## src/design/slt_pkg.sv

```systemverilog
// ----------------------------------------------------------------------------
// Sorted list table package
// Types, codes and constants shared by the cells, the core and the checker.
// ----------------------------------------------------------------------------
package slt_pkg;

   // Fixed field widths of the transaction payloads.
   localparam int VALUE_W    = 32;
   localparam int REQ_W      = 3;
   localparam int STATUS_W   = 2;
   localparam int COUNT_W    = 5;
   localparam int CAPACITY_DEFAULT = 16;

   // Request codes.
   typedef enum logic [REQ_W-1:0] {
      REQ_INSERT = 3'd0,
      REQ_SEARCH = 3'd1,
      REQ_DELETE = 3'd2,
      REQ_POP    = 3'd3,
      REQ_DUMP   = 3'd4
   } req_code_type;

   // Result status codes.
   typedef enum logic [STATUS_W-1:0] {
      STATUS_OK        = 2'd0,
      STATUS_NOT_FOUND = 2'd1,
      STATUS_FULL      = 2'd2,
      STATUS_EMPTY     = 2'd3
   } status_type;

   // Operation applied to every cell of the chain in one cycle.
   typedef enum logic [2:0] {
      CELL_HOLD,
      CELL_COMPARE,
      CELL_INSERT,
      CELL_REMOVE,
      CELL_POP,
      CELL_ROTATE
   } cell_op_type;

   // Control broadcast from the sequencer to the cells.
   typedef struct packed {
      cell_op_type              op;
      logic signed [VALUE_W-1:0] key;
   } cell_ctrl_type;

   // Sequencer states.
   typedef enum logic [1:0] {
      FSM_IDLE,
      FSM_COMPARE,
      FSM_EXEC,
      FSM_DUMP
   } fsm_state_type;

endpackage

```

## src/design/slt_cell.sv

```systemverilog
// ----------------------------------------------------------------------------
// Sorted list table cell
// Holds one entry, compares it against the broadcast key and moves data to
// and from its neighbours as the broadcast operation dictates.
// ----------------------------------------------------------------------------
module slt_cell
   import slt_pkg::*;
(
   input  logic                      clock,
   input  cell_ctrl_type             ctrl,
   input  logic                      valid,
   input  logic                      wrap,
   input  logic                      left_stays,
   input  logic signed [VALUE_W-1:0] left_entry,
   input  logic signed [VALUE_W-1:0] right_entry,
   input  logic signed [VALUE_W-1:0] head_entry,
   output logic signed [VALUE_W-1:0] entry,
   output logic                      stays,
   output logic                      eq
);

   logic signed [VALUE_W-1:0] entry_ff;
   logic signed [VALUE_W-1:0] entry_in;
   logic                      stays_ff;
   logic                      stays_in;
   logic                      eq_ff;
   logic                      eq_in;

   // A cell stays in place when it holds a valid entry below the key; the
   // first cell that does not stay is the insertion or match position.
   always_comb begin
      entry_in = entry_ff;
      stays_in = stays_ff;
      eq_in    = eq_ff;
      unique case (ctrl.op)
         CELL_COMPARE: begin
            stays_in = valid && (entry_ff < ctrl.key);
            eq_in    = valid && (entry_ff == ctrl.key);
         end
         CELL_INSERT: begin
            if (!stays_ff) begin
               entry_in = left_stays ? ctrl.key : left_entry;
            end
         end
         CELL_REMOVE: begin
            if (!stays_ff) begin
               entry_in = right_entry;
            end
         end
         CELL_POP: begin
            entry_in = right_entry;
         end
         CELL_ROTATE: begin
            entry_in = wrap ? head_entry : right_entry;
         end
         default: begin
            entry_in = entry_ff;
         end
      endcase
   end

   // Entry and comparison flags carry no reset.
   always_ff @(posedge clock) begin
      entry_ff <= entry_in;
      stays_ff <= stays_in;
      eq_ff    <= eq_in;
   end

   assign entry = entry_ff;
   assign stays = stays_ff;
   assign eq    = eq_ff;

endmodule

```

## src/design/sorted_list_table_core.sv

```systemverilog
// ----------------------------------------------------------------------------
// Sorted list table core
// Keeps up to CAPACITY signed values in ascending order in a chain of cells
// and serves insert, search, delete, pop and dump requests.
// ----------------------------------------------------------------------------
//  Channel | Direction | Handshake            | Payload
//  req     | in        | req_valid/req_ready  | req_type, req_value
//  rsp     | out       | rsp_valid/rsp_ready  | rsp_result_value, rsp_status,
//          |           |                      | rsp_entry_count, rsp_last
//
// One request is handled at a time: the idle state that accepts it, a compare
// state in which every cell checks its entry against the key, then an execute
// state that shifts the chain and loads the result register. A dump sends one
// further result per cycle while the result side accepts, rotating the chain.
// Stalls on the result side hold the execute and dump steps. Reset empties the
// table; entries are not cleared.
// ----------------------------------------------------------------------------
module sorted_list_table_core
   import slt_pkg::*;
#(
   parameter int CAPACITY = CAPACITY_DEFAULT
) (
   input  logic                      clock,
   input  logic                      reset,
   input  logic                      req_valid,
   output logic                      req_ready,
   input  logic [REQ_W-1:0]          req_type,
   input  logic signed [VALUE_W-1:0] req_value,
   output logic                      rsp_valid,
   input  logic                      rsp_ready,
   output logic signed [VALUE_W-1:0] rsp_result_value,
   output logic [STATUS_W-1:0]       rsp_status,
   output logic [COUNT_W-1:0]        rsp_entry_count,
   output logic                      rsp_last
);

   localparam int CNT_W = $clog2(CAPACITY + 1);
   localparam int IDX_W = $clog2(CAPACITY);

   fsm_state_type             state_ff;
   fsm_state_type             state_in;
   logic [CNT_W-1:0]          count_ff;
   logic [CNT_W-1:0]          count_in;
   logic [IDX_W-1:0]          idx_ff;
   logic [IDX_W-1:0]          idx_in;
   logic [REQ_W-1:0]          req_type_ff;
   logic signed [VALUE_W-1:0] key_ff;

   logic                      rsp_valid_ff;
   logic                      rsp_valid_in;
   logic signed [VALUE_W-1:0] rsp_value_ff;
   logic signed [VALUE_W-1:0] rsp_value_in;
   status_type                rsp_status_ff;
   status_type                rsp_status_in;
   logic [COUNT_W-1:0]        rsp_count_ff;
   logic [COUNT_W-1:0]        rsp_count_in;
   logic                      rsp_last_ff;
   logic                      rsp_last_in;

   cell_ctrl_type             cell_ctrl;
   cell_op_type               cell_op;
   logic signed [VALUE_W-1:0] entries [CAPACITY];
   logic [CAPACITY-1:0]       stays_w;
   logic [CAPACITY-1:0]       eq_w;
   logic                      found;
   logic                      out_free;
   logic [CNT_W-1:0]          count_dec;

   assign cell_ctrl = '{op: cell_op, key: key_ff};
   assign found     = |eq_w;
   assign out_free  = !rsp_valid_ff || rsp_ready;
   assign count_dec = count_ff - CNT_W'(1);

   // Chain of cells; cell zero sees an always-staying left neighbour and the
   // last cell feeds itself from the right.
   for (genvar i = 0; i < CAPACITY; i++) begin : g_cell
      logic                      left_stays_w;
      logic signed [VALUE_W-1:0] left_entry_w;
      logic signed [VALUE_W-1:0] right_entry_w;

      if (i == 0) begin : g_first
         assign left_stays_w = 1'b1;
         assign left_entry_w = key_ff;
      end else begin : g_inner
         assign left_stays_w = stays_w[i-1];
         assign left_entry_w = entries[i-1];
      end

      if (i == CAPACITY - 1) begin : g_tail
         assign right_entry_w = entries[i];
      end else begin : g_body
         assign right_entry_w = entries[i+1];
      end

      slt_cell u_cell (
         .clock       (clock),
         .ctrl        (cell_ctrl),
         .valid       (CNT_W'(i) < count_ff),
         .wrap        (CNT_W'(i) == count_dec),
         .left_stays  (left_stays_w),
         .left_entry  (left_entry_w),
         .right_entry (right_entry_w),
         .head_entry  (entries[0]),
         .entry       (entries[i]),
         .stays       (stays_w[i]),
         .eq          (eq_w[i])
      );
   end

   // Sequencer: next state, cell operation and result register contents.
   always_comb begin
      state_in      = state_ff;
      count_in      = count_ff;
      idx_in        = idx_ff;
      cell_op       = CELL_HOLD;
      rsp_valid_in  = rsp_valid_ff && !rsp_ready;
      rsp_value_in  = rsp_value_ff;
      rsp_status_in = rsp_status_ff;
      rsp_count_in  = rsp_count_ff;
      rsp_last_in   = rsp_last_ff;
      unique case (state_ff)
         FSM_IDLE: begin
            if (req_valid) begin
               state_in = FSM_COMPARE;
            end
         end
         FSM_COMPARE: begin
            cell_op  = CELL_COMPARE;
            state_in = FSM_EXEC;
         end
         FSM_EXEC: begin
            if (out_free) begin
               state_in      = FSM_IDLE;
               rsp_valid_in  = 1'b1;
               rsp_value_in  = key_ff;
               rsp_last_in   = 1'b1;
               rsp_status_in = STATUS_NOT_FOUND;
               unique case (req_type_ff)
                  REQ_INSERT: begin
                     if (count_ff >= CNT_W'(CAPACITY)) begin
                        rsp_status_in = STATUS_FULL;
                     end else begin
                        cell_op       = CELL_INSERT;
                        count_in      = count_ff + CNT_W'(1);
                        rsp_status_in = STATUS_OK;
                     end
                  end
                  REQ_SEARCH: begin
                     rsp_status_in = found ? STATUS_OK : STATUS_NOT_FOUND;
                  end
                  REQ_DELETE: begin
                     if (found) begin
                        cell_op       = CELL_REMOVE;
                        count_in      = count_dec;
                        rsp_status_in = STATUS_OK;
                     end
                  end
                  REQ_POP: begin
                     if (count_ff == '0) begin
                        rsp_status_in = STATUS_EMPTY;
                     end else begin
                        cell_op       = CELL_POP;
                        count_in      = count_dec;
                        rsp_value_in  = entries[0];
                        rsp_status_in = STATUS_OK;
                     end
                  end
                  REQ_DUMP: begin
                     if (count_ff == '0) begin
                        rsp_status_in = STATUS_EMPTY;
                     end else begin
                        cell_op       = CELL_ROTATE;
                        rsp_value_in  = entries[0];
                        rsp_status_in = STATUS_OK;
                        rsp_last_in   = (count_ff == CNT_W'(1));
                        idx_in        = IDX_W'(1);
                        if (count_ff != CNT_W'(1)) begin
                           state_in = FSM_DUMP;
                        end
                     end
                  end
                  default: begin
                     rsp_status_in = STATUS_NOT_FOUND;
                  end
               endcase
               rsp_count_in = COUNT_W'(count_in);
            end
         end
         FSM_DUMP: begin
            if (out_free) begin
               cell_op       = CELL_ROTATE;
               rsp_valid_in  = 1'b1;
               rsp_value_in  = entries[0];
               rsp_status_in = STATUS_OK;
               rsp_count_in  = COUNT_W'(count_ff);
               rsp_last_in   = (idx_ff == IDX_W'(count_dec));
               idx_in        = idx_ff + IDX_W'(1);
               if (idx_ff == IDX_W'(count_dec)) begin
                  state_in = FSM_IDLE;
               end
            end
         end
         default: begin
            state_in = FSM_IDLE;
         end
      endcase
   end

   // Control registers.
   always_ff @(posedge clock) begin
      if (reset) begin
         state_ff     <= FSM_IDLE;
         count_ff     <= '0;
         rsp_valid_ff <= 1'b0;
      end else begin
         state_ff     <= state_in;
         count_ff     <= count_in;
         rsp_valid_ff <= rsp_valid_in;
      end
   end

   // Request capture and result payload.
   always_ff @(posedge clock) begin
      if (req_valid && req_ready) begin
         req_type_ff <= req_type;
         key_ff      <= req_value;
      end
      idx_ff        <= idx_in;
      rsp_value_ff  <= rsp_value_in;
      rsp_status_ff <= rsp_status_in;
      rsp_count_ff  <= rsp_count_in;
      rsp_last_ff   <= rsp_last_in;
   end

   assign req_ready        = (state_ff == FSM_IDLE);
   assign rsp_valid        = rsp_valid_ff;
   assign rsp_result_value = rsp_value_ff;
   assign rsp_status       = rsp_status_ff;
   assign rsp_entry_count  = rsp_count_ff;
   assign rsp_last         = rsp_last_ff;

endmodule

```

## config.mk

```make
export PLATFORM = sky130hd
export DESIGN_NAME = sorted_list_table_core
export DESIGN_NICKNAME = d
export VERILOG_FILES = /design/src/design/slt_pkg.sv /design/src/design/slt_cell.sv /design/src/design/sorted_list_table_core.sv
export SDC_FILE = /design/constraint.sdc
export NUM_CORES = 2
export LEC_CHECK = 0
export ABC_CLOCK_PERIOD_IN_PS = 11050
export BUFFER_PORTS_ARGS = -buffer_cell sky130_fd_sc_hd__buf_2
export CORE_MARGIN = 4
export CORE_UTILIZATION = 43
export CTS_CLUSTER_DIAMETER = 40
export CTS_CLUSTER_SIZE = 30
export DETAILED_ROUTE_END_ITERATION = 12
export PLACE_DENSITY_LB_ADDON = 0.25
export SLEW_MARGIN = 20
export SYNTH_ARGS = -nofsm -noshare
export SYNTH_HDL_FRONTEND = slang
export SYNTH_SLANG_ARGS = --single-unit
```

## constraint.sdc

```tcl
create_clock -name clock -period 11.05 [get_ports clock]
set_input_delay 0.5525 -clock clock [delete_from_list [all_inputs] [get_ports clock]]
set_output_delay 0.5525 -clock clock [all_outputs]
set_load 0.01 [all_outputs]
```

==> flow_summary.ini <==
[detailed_routing]
antenna_left = 0
finalWirelength_um = 190000
wl_per_cell_um = 33.1
first_pass_iters = 6
drt_iter0_markers = 5648
drc = 0
viasPerCell = 6.96
vias = 39888

[clock_tree]
cts-root-buf = clkbuf_16
numClockSinks = 631
numCtsBuffers = 130
clock_latency_ns = 0.75
clk_path_buf_depth = 3
post-cts-setup-buffers = 0
cts_tree = done
clk_pin_slew_ns = 0.05
h-tree-depth = 4

[cells_and_area]
regArea_sq_mm = 0.0189
nNetsFinal = 4803
nFillCells = 9276
drive_above_1_share_pct = 11.4
multiInputGateArea_sq_mm = 0.0251
fin_cells = 5732
areaGrowthSynthToFinish_pct = 15.7

[sta]
tns_ns = 0
hold_violations = 0
slew_violations = 0
fmax_mhz = 173
finalSetupViolCount = 0
fin_crit_sh_pct = 52.3
worst_pin_slew_ns = 1.28
period_minus_slack_ns = 5.78
finClkSkew_ns = 0.0406
rsz0062_at_grt = false
max-slew-margin-rel_pct = 15.0

[synthesis]
ys_async_sr_fraction_pct = 0
yosys_warnings = 0
synth_seq_cells = 631
ys_top_cells_by_area = edfxtp_1, ha_1, mux2i_1
synth.distinct_cells = 80
synth.top_cell.area_share_pct = 41.4
yosysSeqAreaShare_pct = 41.7
synthCells = 4177
syn_area_per_cell_sq_um = 10.8
synth_edf_count = 623
synth.largest_area_cell = edfxtp_1
synth_ff_type = edfxtp_1
synth_area_sq_mm = 0.0452
synthesis.nets = 4735

[worst_hold_path]
hold_path_class = input pin to flip-flop

[floorplanning]
die_width_um = 332
initial_core_util_pct = 43.5
dieArea_sq_mm = 0.110
core_area_sq_mm = 0.104
die_height_um = 332
rows = 118
ioPinCount = 81

[worst_setup_path]
end_kind = flip-flop
cp.required_ns = 11.52
cp-start-kind = flip-flop
crit_type = flip-flop to flip-flop
worst-path-max-fanout = 212
arrival_ns = 6.25

[power]
leakage_uw = 0.0214
p_int_uw = 5930
switching_share_pct = 27.3
seqPwrFrac_pct = 34.8
pwr-share-clk_pct = 51.4
ir_worst_vdd_uv = 142
p_comb_share_pct = 13.8
switchingPower_uw = 2220
power_density_mw_per_mm2 = 156

[global_route]
grtUsageTotal_pct = 33.0
antenna_found_initial = 3
grt_pass1_vias = 38108
grt_pass1_wl_um = 269000
grt_max_degree = 213
grt_overflow = 0

[placement]
place_hpwl_um = 126000
port_buffers = 80
place_congestion = 0.999
place_inst = 5456

[run]
maxCapViolCount = 0

[outcome]
status = finished, final reports clean
-- cells in the final DEF (no fill, tap or decap), types with 31 or more instances in the layout --
cell             n
nand3_1         92
clkbuf_16      135
a221o_1        331
buf_2           81
dlygate4sd3_1   35
buf_4          130
inv_1           65
nand4_1         89
a21oi_1        199
o21ai_0        125
nor2_1         388
o21ai_1         32
and4_1          31
nand2_1        216
a21o_1         185
o22ai_1        127
edfxtp_1       623
ha_1           519
mux2i_1        481
-- cell type report --
type                       count  share of cell area [%]
inverter                      68                   0.490
tap                         1380                    3.30
clock inverter                84                    2.15
sequential                   631                    36.1
multi-input combinational   3165                    48.0
timing repair buffer         249                    3.44
clock buffer                 151                    6.59
antenna                        4                  0.0191
-- power by group through the flow --
stage          Sequential [uW]  Clock (uW)  Combinational (uW)
6_report                  2840        4190                1120
3_3_place_gp              2880           0                1040
4_1_cts                   2830        4210                1080
2_1_floorplan             2830           0                 721
3_5_place_dp              2880           0                1070
5_1_grt                   2840        4330                1200
-- cell usage after synthesis, types with 9 or more instances --
master / number
and3_1: 12
nand3_1: 92
a221o_1: 331
o21a_1: 12
buf_1: 13
or3_1: 9
clkbuf_1: 187
nor3_1: 25
inv_1: 67
nor2_1: 395
o211ai_1: 26
a21oi_1: 202
o21ai_1: 33
buf_2: 101
a211oi_1: 12
nor2b_1: 26
nand2b_1: 14
mux2_2: 10
edfxtp_1: 623
a21o_1: 186
a221oi_1: 21
nand4_1: 89
o22ai_1: 128
mux2i_1: 481
nand2_1: 217
o21ai_0: 139
and4_1: 31
a31oi_1: 12
nor4_1: 16
ha_1: 519
-- flip-flops by register name (all words and copies together), names as in the netlist --
signal	count
count_ff	5
g_cell.left_entry_w	32
g_cell.u_cell.entry	512
g_cell.u_cell.eq	16
g_cell.u_cell.stays	16
idx_ff	4
req_type_ff	3
rsp_entry_count	5
rsp_last	1
rsp_result_value	32
rsp_status	2
rsp_valid	1
state_ff	2
-- stage by stage --
step / util [%] / instance area (sq um) / hold slack, ns / setup slack, ns / total power, uW
2_1_floorplan: - / 45200 / 0.521 / 5.96 / 3550
3_3_place_gp: 45.5 / 47300 / 0.536 / 5.60 / 3920
3_5_place_dp: 45.6 / 47400 / 0.538 / 5.46 / 3950
4_1_cts: 50.3 / 52300 / 0.0422 / 5.43 / 8130
5_1_grt: 50.3 / 52300 / 0.0705 / 5.00 / 8370
6_report: 50.3 / 52300 / 0.0855 / 5.27 / 8150
-- timing repair --
item                       CTS  global route
setup endpoints to repair    0             0
resized for setup            0             0
hold endpoints to repair    35             0
hold buffers                35             0
-- layer usage --
metal	vias up	wire length, um	global-route usage [%]	share of wire [%]
li1	16749	-	-	-
met1	19647	74900	44.5	39
met2	2903	78600	47.8	41
met3	587	25000	9.62	13
met4	2	11200	17.6	5.9
met5	-	57	0.391	0.030
-- worst max-delay path, cell delays in order (launching register included) --
cell and delay [ns]:
dfxtp_1 0.69, inv_1 0.26, ha_1 0.42, or4b_4 0.29
o21ai_1 0.15, a21o_2 0.25, buf_4 0.34, nand2_8 0.81
buf_12 0.67, buf_4 0.82, nor2_1 0.12, a221o_1 0.30
-- final timing paths --
| path | from | end | slack [ns] | cells past startpoint |
|---|---|---|---|---|
| min | reset | rsp_valid | 0.09 | 2 |
| max reg2reg | count_ff[0] | g_cell[4].u_cell.entry[16] | 5.27 | 11 |
| max | count_ff[0] | g_cell[4].u_cell.entry[16] | 5.27 | 11 |
| min reg2reg | g_cell[15].u_cell.entry[0] | g_cell[14].u_cell.entry[0] | 0.56 | 1 |
-- kinds of logic after synthesis --
kind of cell	synth area share, %
AO/OA/AOI/OAI	19.0
AND/OR/NAND/NOR	10.2
flip-flops	41.7
adder cells (fa/ha/maj)	14.4
multiplexers	10.9
buffers and inverters	3.59
XOR/XNOR	0.243
Note: power is estimated with default switching activity, not from simulation.
